`src/sv/ocv_soc_interpolator_unit_assert.svh`:
```
// ---------------------------------------------------------------------------
// OCV/SOC interpolator assertion macros
// Concurrent assertion wrappers, clocked on clk, disabled in reset.
// ---------------------------------------------------------------------------
`ifndef OCV_SOC_INTERPOLATOR_UNIT_ASSERT_SVH
`define OCV_SOC_INTERPOLATOR_UNIT_ASSERT_SVH

// Same-cycle implication.
`define OCV_ASSERT_IMP(label, ante, cons, msg) \
    label: assert property (@(posedge clk) disable iff (!rst_n) (ante) |-> (cons)) \
        else $error(msg);

// Next-cycle implication.
`define OCV_ASSERT_NXT(label, ante, cons, msg) \
    label: assert property (@(posedge clk) disable iff (!rst_n) (ante) |=> (cons)) \
        else $error(msg);

`endif

```
`src/sv/ocv_pkg.sv`:
```
// ---------------------------------------------------------------------------
// OCV/SOC interpolator package
// Table constants, reciprocal tables and inter-stage payload types.
// ---------------------------------------------------------------------------
package ocv_pkg;

    localparam int PTS         = 11;
    localparam int SEG_W       = $clog2(PTS);
    localparam int STEP        = 1000;
    localparam int FULL        = 10000;
    localparam int V_LOW       = 2800;
    localparam int V_HIGH      = 4200;
    localparam int RECIP_SHIFT = 20;

    localparam int VIN_W   = 16;
    localparam int CIN_W   = 14;
    localparam int SOC_W   = 14;
    localparam int MV_W    = 13;
    localparam int OPND_W  = 10;
    localparam int NUM_W   = 19;
    localparam int RECIP_W = 15;
    localparam int QUO_W   = 10;
    localparam int BASE_W  = 14;
    localparam int PROD_W  = NUM_W + RECIP_W;

    typedef logic [MV_W-1:0]    mv_t;
    typedef logic [RECIP_W-1:0] recip_t;

    localparam mv_t OCV_MV [PTS] = '{
        13'd2800, 13'd3300, 13'd3520, 13'd3650, 13'd3720, 13'd3780,
        13'd3830, 13'd3890, 13'd3960, 13'd4060, 13'd4200
    };

    // floor(2^20 / span) for each segment span
    localparam recip_t SEG_RECIP [PTS-1] = '{
        15'd2097, 15'd4766, 15'd8065, 15'd14979, 15'd17476,
        15'd20971, 15'd17476, 15'd14979, 15'd10485, 15'd7489
    };

    // floor(2^20 / 1000)
    localparam recip_t STEP_RECIP = 15'd1048;

    typedef enum logic {
        ACT_V2S = 1'b0,
        ACT_S2V = 1'b1
    } act_t;

    typedef struct packed {
        act_t              action;
        logic [OPND_W-1:0] opnd_a;
        logic [OPND_W-1:0] opnd_b;
        logic [OPND_W-1:0] divisor;
        recip_t            recip;
        logic [BASE_W-1:0] base;
    } dec_t;

    typedef struct packed {
        act_t              action;
        logic [NUM_W-1:0]  numer;
        logic [OPND_W-1:0] divisor;
        recip_t            recip;
        logic [BASE_W-1:0] base;
    } prod_t;

    typedef struct packed {
        act_t              action;
        logic [NUM_W-1:0]  numer;
        logic [OPND_W-1:0] divisor;
        logic [QUO_W-1:0]  q_est;
        logic [BASE_W-1:0] base;
    } est_t;

    typedef struct packed {
        act_t              action;
        logic [NUM_W-1:0]  numer;
        logic [OPND_W-1:0] divisor;
        logic [QUO_W-1:0]  q_est;
        logic [NUM_W-1:0]  qd;
        logic [BASE_W-1:0] base;
    } chk_t;

endpackage

```
`src/sv/ocv_decode.sv`:
```
// ---------------------------------------------------------------------------
// OCV/SOC segment decode
// Pick the table segment, form multiplier operands, divisor and base.
// ---------------------------------------------------------------------------
module ocv_decode (
    input  logic                       clk,
    input  logic                       rst_n,
    input  logic                       in_valid,
    output logic                       in_ready,
    input  logic                       action,
    input  logic [ocv_pkg::VIN_W-1:0]  cell_voltage_mv,
    input  logic [ocv_pkg::CIN_W-1:0]  charge_hundredths,
    output logic                       dec_valid,
    input  logic                       dec_ready,
    output ocv_pkg::dec_t              dec_data
);
    import ocv_pkg::*;

    logic              dec_valid_reg;
    dec_t              dec_data_reg;
    dec_t              dec_next;
    logic [SEG_W-1:0]  seg;
    logic [SEG_W-1:0]  kseg;
    logic              found;
    mv_t               seg_lo;
    mv_t               seg_hi;
    mv_t               k_lo;
    mv_t               k_hi;

    // First segment whose upper point is at or above the voltage
    always_comb
    begin
        seg   = SEG_W'(PTS - 2);
        found = 1'b0;
        for (int i = 0; i < PTS - 1; i++)
        begin
            if (!found && (cell_voltage_mv <= VIN_W'(OCV_MV[i + 1])))
            begin
                seg   = SEG_W'(i);
                found = 1'b1;
            end
        end
    end

    // Charge step index, charge / 1000 below full
    always_comb
    begin
        kseg = '0;
        for (int j = 1; j < PTS - 1; j++)
        begin
            if (charge_hundredths >= CIN_W'(j * STEP))
            begin
                kseg = SEG_W'(j);
            end
        end
    end

    assign seg_lo = OCV_MV[seg];
    assign seg_hi = OCV_MV[seg + SEG_W'(1)];
    assign k_lo   = OCV_MV[kseg];
    assign k_hi   = OCV_MV[kseg + SEG_W'(1)];

    // Clamped cases leave operand a at zero so the quotient drops out
    always_comb
    begin
        dec_next.action  = act_t'(action);
        dec_next.opnd_a  = '0;
        dec_next.opnd_b  = OPND_W'(STEP);
        dec_next.divisor = OPND_W'(STEP);
        dec_next.recip   = STEP_RECIP;
        dec_next.base    = '0;
        if (act_t'(action) == ACT_V2S)
        begin
            priority if (cell_voltage_mv <= VIN_W'(V_LOW))
            begin
                dec_next.base = '0;
            end
            else if (cell_voltage_mv >= VIN_W'(V_HIGH))
            begin
                dec_next.base = BASE_W'(FULL);
            end
            else
            begin
                dec_next.opnd_a  = OPND_W'(cell_voltage_mv - VIN_W'(seg_lo));
                dec_next.divisor = OPND_W'(seg_hi - seg_lo);
                dec_next.recip   = SEG_RECIP[seg];
                dec_next.base    = BASE_W'(int'(seg) * STEP);
            end
        end
        else
        begin
            if (charge_hundredths >= CIN_W'(FULL))
            begin
                dec_next.base = BASE_W'(V_HIGH);
            end
            else
            begin
                dec_next.opnd_a = OPND_W'(charge_hundredths - CIN_W'(int'(kseg) * STEP));
                dec_next.opnd_b = OPND_W'(k_hi - k_lo);
                dec_next.base   = BASE_W'(k_lo);
            end
        end
    end

    assign in_ready = !dec_valid_reg || dec_ready;

    always_ff @(posedge clk or negedge rst_n)
    begin
        if (!rst_n)
        begin
            dec_valid_reg <= 1'b0;
        end
        else if (in_ready)
        begin
            dec_valid_reg <= in_valid;
        end
    end

    always_ff @(posedge clk)
    begin
        if (in_ready && in_valid)
        begin
            dec_data_reg <= dec_next;
        end
    end

    assign dec_valid = dec_valid_reg;
    assign dec_data  = dec_data_reg;

endmodule

```
`src/sv/ocv_divide.sv`:
```
// ---------------------------------------------------------------------------
// OCV/SOC multiply and reciprocal divide
// Numerator product, reciprocal quotient estimate, back-multiply.
// ---------------------------------------------------------------------------
module ocv_divide (
    input  logic           clk,
    input  logic           rst_n,
    input  logic           dec_valid,
    output logic           dec_ready,
    input  ocv_pkg::dec_t  dec_data,
    output logic           chk_valid,
    input  logic           chk_ready,
    output ocv_pkg::chk_t  chk_data
);
    import ocv_pkg::*;

    logic                     prod_valid_reg;
    prod_t                    prod_reg;
    prod_t                    prod_next;
    logic                     prod_ready;
    logic                     est_valid_reg;
    est_t                     est_reg;
    est_t                     est_next;
    logic                     est_ready;
    logic                     chk_valid_reg;
    chk_t                     chk_reg;
    chk_t                     chk_next;
    logic [2*OPND_W-1:0]      ab_full;
    logic [PROD_W-1:0]        nr_full;
    logic [QUO_W+OPND_W-1:0]  qd_full;

    // Numerator: a * b
    assign ab_full = dec_data.opnd_a * dec_data.opnd_b;

    always_comb
    begin
        prod_next.action  = dec_data.action;
        prod_next.numer   = ab_full[NUM_W-1:0];
        prod_next.divisor = dec_data.divisor;
        prod_next.recip   = dec_data.recip;
        prod_next.base    = dec_data.base;
    end

    // Quotient estimate: low by at most one
    assign nr_full = prod_reg.numer * prod_reg.recip;

    always_comb
    begin
        est_next.action  = prod_reg.action;
        est_next.numer   = prod_reg.numer;
        est_next.divisor = prod_reg.divisor;
        est_next.q_est   = nr_full[RECIP_SHIFT +: QUO_W];
        est_next.base    = prod_reg.base;
    end

    // Back-multiply for the remainder check
    assign qd_full = est_reg.q_est * est_reg.divisor;

    always_comb
    begin
        chk_next.action  = est_reg.action;
        chk_next.numer   = est_reg.numer;
        chk_next.divisor = est_reg.divisor;
        chk_next.q_est   = est_reg.q_est;
        chk_next.qd      = qd_full[NUM_W-1:0];
        chk_next.base    = est_reg.base;
    end

    assign est_ready  = !chk_valid_reg || chk_ready;
    assign prod_ready = !est_valid_reg || est_ready;
    assign dec_ready  = !prod_valid_reg || prod_ready;

    always_ff @(posedge clk or negedge rst_n)
    begin
        if (!rst_n)
        begin
            prod_valid_reg <= 1'b0;
            est_valid_reg  <= 1'b0;
            chk_valid_reg  <= 1'b0;
        end
        else
        begin
            if (dec_ready)
            begin
                prod_valid_reg <= dec_valid;
            end
            if (prod_ready)
            begin
                est_valid_reg <= prod_valid_reg;
            end
            if (est_ready)
            begin
                chk_valid_reg <= est_valid_reg;
            end
        end
    end

    always_ff @(posedge clk)
    begin
        if (dec_ready && dec_valid)
        begin
            prod_reg <= prod_next;
        end
        if (prod_ready && prod_valid_reg)
        begin
            est_reg <= est_next;
        end
        if (est_ready && est_valid_reg)
        begin
            chk_reg <= chk_next;
        end
    end

    assign chk_valid = chk_valid_reg;
    assign chk_data  = chk_reg;

endmodule

```
`src/sv/ocv_result.sv`:
```
// ---------------------------------------------------------------------------
// OCV/SOC result stage
// Correct the quotient, add the base and register the result fields.
// ---------------------------------------------------------------------------
module ocv_result (
    input  logic                       clk,
    input  logic                       rst_n,
    input  logic                       chk_valid,
    output logic                       chk_ready,
    input  ocv_pkg::chk_t              chk_data,
    output logic                       out_valid,
    input  logic                       out_ready,
    output logic [ocv_pkg::SOC_W-1:0]  soc_hundredths,
    output logic [ocv_pkg::MV_W-1:0]   voltage_mv_out
);
    import ocv_pkg::*;

    logic               out_valid_reg;
    logic [SOC_W-1:0]   soc_reg;
    logic [MV_W-1:0]    volt_reg;
    logic [SOC_W-1:0]   soc_next;
    logic [MV_W-1:0]    volt_next;
    logic [NUM_W-1:0]   rem;
    logic [QUO_W-1:0]   quot;
    logic [BASE_W-1:0]  sum;

    assign rem  = chk_data.numer - chk_data.qd;
    assign quot = chk_data.q_est + QUO_W'(rem >= NUM_W'(chk_data.divisor));
    assign sum  = chk_data.base + BASE_W'(quot);

    always_comb
    begin
        unique case (chk_data.action)
            ACT_V2S:
            begin
                soc_next  = SOC_W'(sum);
                volt_next = '0;
            end
            ACT_S2V:
            begin
                soc_next  = '0;
                volt_next = MV_W'(sum);
            end
            default:
            begin
                soc_next  = '0;
                volt_next = '0;
            end
        endcase
    end

    assign chk_ready = !out_valid_reg || out_ready;

    always_ff @(posedge clk or negedge rst_n)
    begin
        if (!rst_n)
        begin
            out_valid_reg <= 1'b0;
        end
        else if (chk_ready)
        begin
            out_valid_reg <= chk_valid;
        end
    end

    always_ff @(posedge clk)
    begin
        if (chk_ready && chk_valid)
        begin
            soc_reg  <= soc_next;
            volt_reg <= volt_next;
        end
    end

    assign out_valid      = out_valid_reg;
    assign soc_hundredths = soc_reg;
    assign voltage_mv_out = volt_reg;

endmodule

```
`src/sv/ocv_soc_interpolator_unit.sv`:
```
// ---------------------------------------------------------------------------
// OCV/SOC interpolator: five register stages from input transfer to a valid result.
// Throughput is one transfer per cycle while the output is not stalled, set by the per-stage valid/ready handshake.
// Reset (rst_n low, async) clears all stage valid bits; the payload registers hold no reset.
// ---------------------------------------------------------------------------
`include "ocv_soc_interpolator_unit_assert.svh"

// Piecewise-linear conversion between cell open-circuit voltage and state of
// charge over an 11-point table at 10% steps. Action 0 maps mV to 0.01%,
// action 1 maps 0.01% to mV; the unused result field reads 0.
//
// Pipeline:
//   decode  - segment search by parallel compares, operand and base select
//   divide  - numerator product, reciprocal quotient estimate, back-multiply
//   result  - one-step quotient correction, base add, output register
//
// Each stage advances when its successor can take a transfer, so bubbles
// collapse and a stalled output never blocks stages that are still empty.
module ocv_soc_interpolator_unit (
    input  logic                       clk,
    input  logic                       rst_n,
    input  logic                       in_valid,
    output logic                       in_ready,
    input  logic                       action,
    input  logic [ocv_pkg::VIN_W-1:0]  cell_voltage_mv,
    input  logic [ocv_pkg::CIN_W-1:0]  charge_hundredths,
    output logic                       out_valid,
    input  logic                       out_ready,
    output logic [ocv_pkg::SOC_W-1:0]  soc_hundredths,
    output logic [ocv_pkg::MV_W-1:0]   voltage_mv_out
);
    import ocv_pkg::*;

    logic  dec_valid;
    logic  dec_ready;
    dec_t  dec_data;
    logic  chk_valid;
    logic  chk_ready;
    chk_t  chk_data;

    // Stage 1: choose the segment; clamped inputs carry only a base value
    ocv_decode u_decode (
        .clk               (clk),
        .rst_n             (rst_n),
        .in_valid          (in_valid),
        .in_ready          (in_ready),
        .action            (action),
        .cell_voltage_mv   (cell_voltage_mv),
        .charge_hundredths (charge_hundredths),
        .dec_valid         (dec_valid),
        .dec_ready         (dec_ready),
        .dec_data          (dec_data)
    );

    // Stages 2-4: numerator, truncated quotient by reciprocal, back-multiply
    ocv_divide u_divide (
        .clk       (clk),
        .rst_n     (rst_n),
        .dec_valid (dec_valid),
        .dec_ready (dec_ready),
        .dec_data  (dec_data),
        .chk_valid (chk_valid),
        .chk_ready (chk_ready),
        .chk_data  (chk_data)
    );

    // Stage 5: fix up the estimate and hold the result until transfer
    ocv_result u_result (
        .clk            (clk),
        .rst_n          (rst_n),
        .chk_valid      (chk_valid),
        .chk_ready      (chk_ready),
        .chk_data       (chk_data),
        .out_valid      (out_valid),
        .out_ready      (out_ready),
        .soc_hundredths (soc_hundredths),
        .voltage_mv_out (voltage_mv_out)
    );

    // A free output must open the whole ready chain back to the input
    `OCV_ASSERT_IMP(a_ready_chain, out_ready, in_ready, "ready chain blocked with output free")

    // The reciprocal estimate must be low by at most one
    `OCV_ASSERT_IMP(a_quot_est, chk_valid,
        (chk_data.numer >= chk_data.qd) &&
        ((chk_data.numer - chk_data.qd) < NUM_W'({chk_data.divisor, 1'b0})),
        "quotient estimate off by more than one")

    // Results stay within the table range
    `OCV_ASSERT_IMP(a_out_range, out_valid,
        (soc_hundredths <= SOC_W'(FULL)) && (voltage_mv_out <= MV_W'(V_HIGH)),
        "result outside table range")

endmodule
```
`config.mk`:
```
export PLATFORM = sky130hd
export DESIGN_NAME = ocv_soc_interpolator_unit
export DESIGN_NICKNAME = d
export VERILOG_FILES = /design/src/sv/ocv_pkg.sv /design/src/sv/ocv_decode.sv /design/src/sv/ocv_divide.sv /design/src/sv/ocv_result.sv /design/src/sv/ocv_soc_interpolator_unit.sv
export VERILOG_INCLUDE_DIRS = /design/src /design/src/sv
export SDC_FILE = /design/constraint.sdc
export NUM_CORES = 1
export LEC_CHECK = 0
export ABC_AREA = 1
export BUFFER_PORTS_ARGS = -buffer_cell sky130_fd_sc_hd__buf_2
export CORE_MARGIN = 2
export CORE_UTILIZATION = 45
export DETAILED_ROUTE_END_ITERATION = 10
export REMOVE_ABC_BUFFERS = 1
export SETUP_SLACK_MARGIN = 0.2
export SYNTH_ARGS = -nofsm -noshare
export SYNTH_HDL_FRONTEND = slang
export SYNTH_SLANG_ARGS = --single-unit
```
`constraint.sdc`:
```
create_clock -name clk -period 6.35 [get_ports clk]
set_clock_uncertainty 0.2 [all_clocks]
set_input_delay 1.27 -clock clk [delete_from_list [all_inputs] [get_ports clk]]
set_output_delay 1.27 -clock clk [all_outputs]
set_load 0.03 [all_outputs]
```
==> reports/metrics.yaml <==
synthesis:
  yosysMostFrequentCell: "nand2_1"
  post-synth-top-area-cell: "edfxtp_1"
  synth_seq_cells: 265
  synth_area_um2: 28200
  synth_warnings: 0
  synth_common_cells: "nand2_1 (760), inv_1 (738), fa_1 (328)"
  avgSynthCellArea_um2: 8.80
  async_reset_ff_frac: 0.0189
  syn_inst: 3203
  synth-edff-count: 260
  yosysSeqAreaShare: 0.281
  synth.area.top_cells: "edfxtp_1 (28%), fa_1 (23%), ha_1 (12%), nand2_1 (10%), inv_1 (9.8%)"
  synth.top_cell.area_share: 0.277
  ys.flop_type: "edfxtp_1"
  netlist-cell-type-count: 59
clock_tree:
  cts_tree: "yes"
  root_buffer: "clkbuf_16"
  insertion_delay_ns: 0.58
  cts_buffers: 28
  cts_sinks: 265
  ctsHtreeMaxLevel: 1
  ctsHoldBuffers: 0
  clockBufferDepth: 3
  clk_pin_slew_worst_paths_ns: 0.06
global_routing:
  antenna_found_initial: 1
  first_global_vias: 21300
  grt_max_degree: 58
  grt_use_total: 0.217
  grt_pass1_wl_um: 110000
  overflow: 0
run:
  drv_cap: 0
sta:
  tightest_slew_ns: 1.25
  fmax_mhz: 169
  slew_headroom: 0.164
  min_period_ns: 5.93
  finalMaxSlewViolations: 0
  period_share: 0.934
  finalHoldViolCount: 0
  finalSetupViolCount: 0
  rsz0062_at_grt: "yes"
  fin_tns_setup_ns: 0
route:
  vias: 20700
  drt_wl_total_um: 67800
  routed_via_density: 4.99
  dr.first_iter.drc_count: 1370
  dr_wl_met3_um: 3750
  drtPass1Iterations: 5
  wl_met1_um: 30100
  top_layer: "met5"
  post-route-drc-count: 0
  wl_met2_um: 32400
  post_drt_wl_per_cell_um: 16.4
  ant_nets: 0
finish:
  diodes: 0
  drive_gt1_frac: 0.0834
  fin_cells: 4145
  final_util: 0.500
  nets: 3928
  largest_reg_flops: 69
  area_growth_pct: 9.68
setup_path:
  crit_path_cell_trace: "buf_4 -> nand2_1 -> fa_1 -> inv_1 -> fa_1 -> fa_1 -> fa_1 -> fa_1 -> fa_1 -> ha_1 -> a21oi_1 -> a21boi_1 -> o21ai_0 -> a221oi_1 -> nand2_1 -> xor2_1"
  cp_slowest_cell: "edfxtp_1"
  critPathRequiredTime_ns: 6.47
  cpPeakStageDelay_ns: 0.67
  path_max_fanout: 12
  worst-endpoint-arrival_ns: 6.05
  crit_path_start_kind: "flop"
  critPathBufInv: 2
  worst_setup_path_end_kind: "flop"
  cp_top_family: "adder cells"
  crit_type: "flop to flop"
  crit_top_cell: "fa_1"
die:
  die_w_um: 254
  ios: 64
  coreArea_um2: 61800
  design.die.area_um2: 64700
  num_rows: 91
  die_height_um: 254
  start_util: 0.456
placed_design:
  place.port_buffers: 63
  place_hpwl_um: 55300
  place_congestion: 0.900
  place_inst: 4054
hold_path:
  hold_class: "flop to flop"
status:
  status: "finished clean"
[per-layer routing]
metal  GRT usage  vias to the layer above
met1       0.295                    10100
met2       0.362                      521
met4      0.0536                        2
met5           0                        -
met3      0.0342                       88
li1            -                     9988
[final cells by class]
cell class	instances	area, um^2
fill	5786	30900
multi-input combinational	2085	17100
sequential	265	7930
inverter	756	2840
tap	837	1050
timing repair buffer	150	986
clock buffer	30	708
clock inverter	22	335
[path summary, 6_finish.rpt]
| kind | start | endpoint | slack (ns) | depth (start not counted) |
|---|---|---|---|---|
| min in group asynchronous | rst_n | u_result.out_valid | 0.30 | 1 |
| max in group asynchronous | rst_n | u_decode.dec_valid | 5.49 | 1 |
| setup reg to reg | u_divide.prod_reg[20] | u_divide.chk_next[36] | 0.42 | 16 |
| hold / removal | u_divide.chk_next[8] | u_divide.chk_data[8] | 0.19 | 0 |
| setup / recovery | u_divide.prod_reg[20] | u_divide.chk_next[36] | 0.42 | 16 |
| hold reg to reg | u_divide.chk_next[8] | u_divide.chk_data[8] | 0.19 | 0 |
[worst register-to-register path, stage by stage (launching register included)]
cell and delay [ns]:
edfxtp_1 0.67, buf_4 0.27, nand2_1 0.08, fa_1 0.49, inv_1 0.05, fa_1 0.43
fa_1 0.60, fa_1 0.45, fa_1 0.51, fa_1 0.45, ha_1 0.34, a21oi_1 0.19
a21boi_1 0.24, o21ai_0 0.12, a221oi_1 0.27, nand2_1 0.16, xor2_1 0.17
[through the flow]
| step | instance area, um^2 | setup slack [ns] | hold slack (ns) |
|---|---|---|---|
| detailed placement | 29500 | 0.208 | 0.205 |
| global placement | 29500 | 0.290 | 0.201 |
| global route | 30900 | 0.138 | 0.201 |
| floorplan | 27800 | 0.645 | 0.200 |
| CTS | 30600 | 0.235 | 0.173 |
| finish | 30900 | 0.421 | 0.187 |
[placed cells by master (no fill, tap or decap), types with 6 or more instances in the layout]
cell,Yosys,layout
edfxtp_1,260,260
a21oi_1,113,113
o21ai_0,73,73
nand2_2,15,15
xnor2_1,41,41
o21ai_1,7,7
nor3_1,14,14
a31oi_1,6,6
nand2_1,760,760
buf_4,2,83
xor2_1,58,57
or2_2,6,6
nand3_1,78,77
inv_2,15,17
fa_1,328,328
o22ai_1,7,7
buf_2,6,64
ha_1,279,277
nor2_1,181,177
o21bai_1,11,11
bufinv_16,0,7
inv_1,738,736
nand4_1,31,31
a21o_1,7,7
clkbuf_16,0,28
nor2_2,7,9
[cell families (layout without fill, tap and decap cells)]
logic type,count (synthesis),after routing,synth area share
simple gates,1122,1122,0.164
buf+inv,853,958,0.115
flops,265,265,0.281
fa+ha+maj,607,607,0.357
compound gates,257,257,0.0524
xor+xnor,99,99,0.0307
[repair_timing]
action / in CTS / in global routing
setup endpoints to repair: 0 / 10
buffers inserted: 0 / 39
resized for setup: 0 / 9
Power is left out: the tool's default activity adds up to more than one toggle a clock period on the data nets, which glitch-free logic cannot reach.
